### config.mk
export PLATFORM = sky130hd
export DESIGN_NAME = lewmb_ctrl
export DESIGN_NICKNAME = d
export VERILOG_FILES = /design/src/design/assert_macros.svh /design/src/design/lewmb_pkg.sv /design/src/design/lewmb_ctrl.sv
export SDC_FILE = /design/constraint.sdc
export NUM_CORES = 1
export LEC_CHECK = 0
export BUFFER_PORTS_ARGS = -buffer_cell sky130_fd_sc_hd__buf_2
export CELL_PAD_IN_SITES_DETAIL_PLACEMENT = 1
export CELL_PAD_IN_SITES_GLOBAL_PLACEMENT = 1
export CORE_MARGIN = 4
export CORE_UTILIZATION = 36
export DETAILED_ROUTE_END_ITERATION = 7
export PLACE_DENSITY_LB_ADDON = 0.1
export SETUP_SLACK_MARGIN = 0.15
export SLEW_MARGIN = 0
export SYNTH_ARGS = -nofsm -noshare
export SYNTH_HDL_FRONTEND = slang
export SYNTH_SLANG_ARGS = --single-unit
### constraint.sdc
create_clock -name clk -period 3.9 [get_ports clk]
set_clock_uncertainty 0.15 [all_clocks]
set_input_delay 0.975 -clock clk [delete_from_list [all_inputs] [get_ports clk]]
set_output_delay 0.975 -clock clk [all_outputs]
set_load 0.02 [all_outputs]
### src/design/assert_macros.svh
// assertion macros used by the maze builder datapath
// no dependencies
`ifndef ASSERT_MACROS_SVH
`define ASSERT_MACROS_SVH
`ifndef SYNTHESIS
`define ASSERT_ALWAYS(label, clk, rst, cond) \
  label: assert property (@(posedge clk) disable iff (rst) (cond)) \
    else $error("assertion failed");
`define ASSERT_NEXT(label, clk, rst, ante, cons) \
  label: assert property (@(posedge clk) disable iff (rst) (ante) |=> (cons)) \
    else $error("assertion failed");
`else
`define ASSERT_ALWAYS(label, clk, rst, cond)
`define ASSERT_NEXT(label, clk, rst, ante, cons)
`endif
`endif

### src/design/lewmb_pkg.sv
// shared codes, defaults and control/status structs of the maze builder
// no dependencies
package lewmb_pkg;

  localparam int MAX_COLS_DEF   = 64;
  localparam int MAX_ROWS_DEF   = 64;
  localparam int PATH_DEPTH_DEF = 4096;

  localparam logic [6:0] GRID_W_RESET = 7'd16;
  localparam logic [6:0] GRID_H_RESET = 7'd16;

  localparam logic [1:0] CMD_CLEAR = 2'd0;
  localparam logic [1:0] CMD_BEGIN = 2'd1;
  localparam logic [1:0] CMD_STEP  = 2'd2;
  localparam logic [1:0] CMD_READ  = 2'd3;

  localparam logic [1:0] DIR_UP    = 2'd0;
  localparam logic [1:0] DIR_DOWN  = 2'd1;
  localparam logic [1:0] DIR_LEFT  = 2'd2;
  localparam logic [1:0] DIR_RIGHT = 2'd3;

  localparam logic [1:0] ST_OK       = 2'd0;
  localparam logic [1:0] ST_REJECT   = 2'd1;
  localparam logic [1:0] ST_CARVED   = 2'd2;
  localparam logic [1:0] ST_COMPLETE = 2'd3;

  localparam logic CFG_WIDTH  = 1'b0;
  localparam logic CFG_HEIGHT = 1'b1;

  typedef struct packed {
    logic       load;
    logic       clr_step;
    logic       root;
    logic       rd_req;
    logic       begin_walk;
    logic       next_calc;
    logic       srch;
    logic       found_apply;
    logic       append;
    logic       carve_init;
    logic       carve_prev;
    logic       carve_cur;
    logic       carve_wr_prev;
    logic       carve_wr_cur;
    logic       carve_end;
    logic       res_valid;
    logic [1:0] res_status;
    logic       res_sides;
  } ctl_t;

  typedef struct packed {
    logic in_range;
    logic walking;
    logic tree_bit;
    logic match;
    logic exhausted;
    logic full;
    logic carve_more;
    logic clr_last;
    logic area_one;
    logic complete;
  } stat_t;

endpackage

### src/design/lewmb_ctrl.sv
// controller state machine of the maze builder
// depends on lewmb_pkg
module lewmb_ctrl import lewmb_pkg::*; (
  input  logic       clk,
  input  logic       rst,
  input  logic       start,
  input  logic [1:0] command,
  input  stat_t      stat,
  output ctl_t       ctl,
  output logic       busy
);

  typedef enum logic [12:0] {
    S_INIT  = 13'b0000000000001,
    S_IDLE  = 13'b0000000000010,
    S_CLR   = 13'b0000000000100,
    S_ROOT  = 13'b0000000001000,
    S_READ  = 13'b0000000010000,
    S_BEGIN = 13'b0000000100000,
    S_NEXT  = 13'b0000001000000,
    S_SRCH  = 13'b0000010000000,
    S_C0    = 13'b0000100000000,
    S_C1    = 13'b0001000000000,
    S_C2    = 13'b0010000000000,
    S_C3    = 13'b0100000000000,
    S_C4    = 13'b1000000000000
  } state_t;

  state_t state, state_next;

  always_ff @(posedge clk) begin
    if (rst) begin
      state <= S_INIT;
    end else begin
      state <= state_next;
    end
  end

  assign busy = (state != S_IDLE);

  always_comb begin
    state_next = state;
    ctl = '0;
    ctl.res_status = ST_OK;
    case (state)
      S_INIT: begin
        ctl.clr_step = 1'b1;
        if (stat.clr_last) state_next = S_IDLE;
      end
      S_IDLE: begin
        if (start) begin
          ctl.load = 1'b1;
          case (command)
            CMD_CLEAR: begin
              if (stat.in_range) state_next = S_CLR;
              else begin
                ctl.res_valid  = 1'b1;
                ctl.res_status = ST_REJECT;
              end
            end
            CMD_BEGIN: begin
              if (stat.in_range && !stat.walking) begin
                ctl.rd_req = 1'b1;
                state_next = S_BEGIN;
              end else begin
                ctl.res_valid  = 1'b1;
                ctl.res_status = ST_REJECT;
              end
            end
            CMD_STEP: begin
              if (stat.walking) state_next = S_NEXT;
              else begin
                ctl.res_valid  = 1'b1;
                ctl.res_status = ST_REJECT;
              end
            end
            default: begin
              if (stat.in_range) begin
                ctl.rd_req = 1'b1;
                state_next = S_READ;
              end else begin
                ctl.res_valid  = 1'b1;
                ctl.res_status = ST_REJECT;
              end
            end
          endcase
        end
      end
      S_CLR: begin
        ctl.clr_step = 1'b1;
        if (stat.clr_last) state_next = S_ROOT;
      end
      S_ROOT: begin
        ctl.root       = 1'b1;
        ctl.res_valid  = 1'b1;
        ctl.res_status = stat.area_one ? ST_COMPLETE : ST_OK;
        state_next     = S_IDLE;
      end
      S_READ: begin
        ctl.res_valid = 1'b1;
        ctl.res_sides = 1'b1;
        state_next    = S_IDLE;
      end
      S_BEGIN: begin
        ctl.res_valid = 1'b1;
        if (stat.tree_bit) ctl.res_status = ST_REJECT;
        else ctl.begin_walk = 1'b1;
        state_next = S_IDLE;
      end
      S_NEXT: begin
        ctl.next_calc = 1'b1;
        state_next    = S_SRCH;
      end
      S_SRCH: begin
        ctl.srch = 1'b1;
        if (stat.match) begin
          ctl.found_apply = 1'b1;
          ctl.res_valid   = 1'b1;
          state_next      = S_IDLE;
        end else if (stat.exhausted) begin
          if (stat.full) begin
            ctl.res_valid  = 1'b1;
            ctl.res_status = ST_REJECT;
            state_next     = S_IDLE;
          end else if (stat.tree_bit) begin
            ctl.append = 1'b1;
            state_next = S_C0;
          end else begin
            ctl.append    = 1'b1;
            ctl.res_valid = 1'b1;
            state_next    = S_IDLE;
          end
        end
      end
      S_C0: begin
        ctl.carve_init = 1'b1;
        state_next     = S_C1;
      end
      S_C1: begin
        ctl.carve_prev = 1'b1;
        state_next     = S_C2;
      end
      S_C2: begin
        ctl.carve_cur = 1'b1;
        state_next    = S_C3;
      end
      S_C3: begin
        ctl.carve_wr_prev = 1'b1;
        state_next        = S_C4;
      end
      S_C4: begin
        ctl.carve_wr_cur = 1'b1;
        if (stat.carve_more) state_next = S_C2;
        else begin
          ctl.carve_end  = 1'b1;
          ctl.res_valid  = 1'b1;
          ctl.res_status = stat.complete ? ST_COMPLETE : ST_CARVED;
          state_next     = S_IDLE;
        end
      end
      default: state_next = S_INIT;
    endcase
  end

endmodule

Yosys cells after proc, flatten, opt, wreduce, memory -nomap -nowiden:

Cells that the tools add are included.

* register bits after elaboration: 13
* input port bits: 15
* output and inout port bits: 20
* word-level logic and storage cells: 85

* equality and inequality tests: 24
* reductions and logical operators: 7
* mux-type cells: 53

Operators with widths (number)
* one-hot mux 13 bit (11 select lines): 1
* 2-to-1 mux 13 bit: 10
* one-hot mux 13 bit (3 select lines): 1
* 2-to-1 mux 1 bit: 25
* 2-to-1 mux 3 bit: 6
* == test 13 x 1 -> 1 bit, second input constant: 1
* == test 13 x 10 -> 1 bit, second input constant: 1
* == test 13 x 11 -> 1 bit, second input constant: 1
* == test 13 x 12 -> 1 bit, second input constant: 1
* == test 13 bit, second input constant: 1
* == test 13 x 2 -> 1 bit, second input constant: 1
* == test 13 x 3 -> 1 bit, second input constant: 1
* == test 13 x 4 -> 1 bit, second input constant: 1
* == test 13 x 5 -> 1 bit, second input constant: 1
* == test 13 x 6 -> 1 bit, second input constant: 1
* == test 13 x 7 -> 1 bit, second input constant: 1
* == test 13 x 8 -> 1 bit, second input constant: 1
* == test 13 x 9 -> 1 bit, second input constant: 1
* inequality test 13 x 2 -> 1 bit, second input constant: 1
* inequality test 3 bit, second input constant: 4
* 2-to-1 mux 11 bit: 1
* one-hot mux 2 bit (5 select lines): 1
* 2-to-1 mux 9 bit: 1
* AND reduction 8 bit: 1
* other kinds (14): 19

Depth between registers and ports, before layout:

* word-level depth: 6
* gate-level depth with buffers: 9
* depth with buffers taken out: 7

Worst setup path before layout:

No wires, ideal clock.

* kind: register to output
* from: register state[10]
* to: output port ctl[1] (netlist name)
* path buffers: 2
* data required time: 2.775 ns
* cell stages (with the launch flop): 8
* path slack: 0.364 ns
* arrival: 2.411 ns
* cells stage by stage: dfxtp_1 > buf_2 > or4_1 > clkbuf_1 > nor4_1 > nand2_1 > o211ai_2 > a311o_1

RTL lines
* start, declared: RTL line lewmb_ctrl.sv:29 `state_t state, state_next;`
* start signal, assigned: RTL line lewmb_ctrl.sv:35 `state <= state_next;`
* end, declared: RTL line lewmb_ctrl.sv:9 `output ctl_t ctl,`

==> impl_metrics.yaml <==
global_routing:
  grt_pass1_wl_microns: 5540
  antenna_found_initial: 0
  grt_max_degree: 13
  grt_usage_pct: 16.5
  grt_overflow: 0
  grt_pass1_vias: 1228
floorplanning:
  die_w_microns: 63.8
  fp-row-count: 19
  initial_core_util_pct: 39.0
  ios: 35
  die_h_microns: 63.8
  coreArea_sq_mm: 0.00288
  die_area_sq_mm: 0.00407
sta:
  maxSlewViolCount: 0
  max_freq_mhz: 271
  fin_tns_setup_ns: 0
  period_needed_ns: 3.69
  final.setup.worst_slack_ns: 0.211
  max_slew.worst_pin.slew_ns: 0.483
  max-slew-margin-rel_pct: 67.5
  rsz0062_at_grt: "yes"
  setup_violations: 0
  period_share_pct: 94.6
  finalHoldViolations: 0
critical_path:
  startpoint_type: "primary input"
  arrival_ns: 2.56
  crit_chain: "buf_2 > inv_1 > ha_1 > mux2i_1 > o22ai_1 > nand4_1 > o21ai_0 > a2111o_1 > buf_2"
  cp-end-kind: "output port"
  critical_path.max_stage_delay_ns: 0.40
  cp_num_buf_inv: 3
  cp_top_family: "compound AO/OA/AOI/OAI gates"
  criticalPathCategory: "primary input to output port"
  slowest_stage: "a2111o_1"
  cp_common_cell: "buf_2"
  critPathMaxFanout: 5
  required_ns: 2.77
layout:
  largest_reg_flops: 13
  largestRegisters: "state x13"
  areaGrowthSynthToFinish_pct: 25.1
  regMostFlops: "state"
  num-nets-final: 205
  fin_area_sq_mm: 0.00140
  post-route-util_pct: 48.8
  fillers: 381
  drive_above_1_share_pct: 30.8
  antenna_cells: 0
routing:
  viasPerCell: 5.29
  remaining_drc_errors: 0
  drt_pass1_iterations: 4
  first_iter_violations: 43
  wirelength_microns: 3330
  post_drt_wl_per_cell_microns: 14.9
  ant_nets: 0
  vias: 1186
placed_design:
  hpwlAfterDp_microns: 2740
  dpl_cell_area_sq_mm: 0.00131
  gp_congestion: 0.783
  io_buffers: 34
  dp_slack_ns: 0.215
clocking:
  ctsHoldBuffers: 0
  clock_sinks: 13
  cts_max_path_buffers: 2
  cts_tree: "yes"
  clk_latency_ns: 0.28
  numCtsBuffers: 3
  cts_root_buffer: "clkbuf_4"
  htreeDepth: 1
  clk_pin_slew_ns: 0.08
power:
  internal-power_uw: 286
  peakVddDrop_uv: 149
  p_total_uw: 491
  p_leak_uw: 0.000709
  switching_power_uw: 205
  swShare_pct: 41.8
  share_seq_of_total_power_pct: 33.1
  power.share.clock_pct: 17.4
  powerDensity_mw_per_mm2: 350
  combPwrFrac_pct: 49.5
yosys:
  synth_edf_count: 0
  synth_cells: 147
  seq_area_frac_synth_pct: 23.2
  synth_nets: 169
  synth.top_cell.area_share_pct: 23.2
  async_reset_ff_share_pct: 0
  yosys_warnings: 0
  ys_ff_latch: 13
  synth_top_area_cell: "dfxtp_1"
  syn_avg_cell_area_sq_um: 7.63
  synth_commonest_cells: "13 x dfxtp_1, 13 x nor2_1, 12 x inv_1, 9 x nor2b_1, 8 x nand2_1"
  synth_area_leaders: "dfxtp_1 23%, ha_1 7.8%, nor2b_1 5.0%, nor2_1 4.4%, inv_1 4.0%"
  synth_ff_type: "dfxtp_1"
  synth_cell_types: 43
  synth_area_sq_mm: 0.00112
run_status:
  outcome: "finished clean"
flow_run:
  maxCapViolCount: 0
hold_path:
  hp-class: "flop to flop"
layer usage:
metal	track usage [%]	up-vias	wire length [microns]
met1	20.3	568	1520
met5	0	-	0
met4	2.43	0	0
met3	2.45	0	96
li1	-	599	-
met2	30.7	19	1710
power by group through the flow:
stage	sequential [uW]	combinational (uW)	clock, uW
floorplan	152	180	0
global placement	165	223	0
detailed placement	166	227	0
CTS	164	233	87.0
global route	165	269	95.3
finish	163	243	85.4
tightest hold or removal path, cell delays in order (launching register included):
cell and delay (ns):
dfxtp_1 0.37, nand2_1 0.08, mux2i_1 0.05
area by class of cell:
cell class	instances	area (sq um)	area share, %
sequential	13	269	19.2
timing repair buffer	38	206	14.7
tap	42	52.6	3.75
clock inverter	1	5.00	0.357
clock buffer	3	22.5	1.61
multi-input combinational	114	797	56.8
inverter	13	50.0	3.57
placed cells by master (no fill, tap or decap), types with 4 or more instances in the layout:
master / instances
dfxtp_1: 10
buf_2: 33
ha_1: 5
nor3b_1: 6
a21oi_1: 5
nor3_1: 6
nor4_1: 6
o21ai_0: 5
inv_1: 12
nor2b_1: 9
nand2_1: 8
buf_4: 4
nor2_1: 13
path summary, 6_finish.rpt:
path / from / to / slack (ns) / depth (start not counted)
max: command[0] / ctl[3] / 0.21 / 9
min: state[2]$_SDFFE_PP0P_ / state[2]$_SDFFE_PP0P_ / 0.40 / 2
max reg2reg: state[4]$_SDFFE_PP0P_ / state[10]$_SDFFE_PP0P_ / 1.48 / 5
min reg2reg: state[2]$_SDFFE_PP0P_ / state[2]$_SDFFE_PP0P_ / 0.40 / 2
logic make-up after synthesis:
group,count (synthesis),synth area share (%)
compound gates,26,17.1
fa+ha+maj,7,7.81
mux,2,1.79
buf+inv,20,7.81
flops,13,23.2
simple gates,75,39.2
xor+xnor,4,3.13
stage by stage:
stage               hold slack [ns]  cells
floorplan                     0.338    147
global placement              0.375    217
detailed placement            0.390    217
CTS                           0.403    221
global route                  0.454    224
finish                        0.398    224
what timing repair did:
action	CTS	global route
pin swaps	0	5
setup endpoints to repair	1	3
setup buffers	0	3
gates resized for setup	3	8
Note: power is estimated with default switching activity, not from simulation.
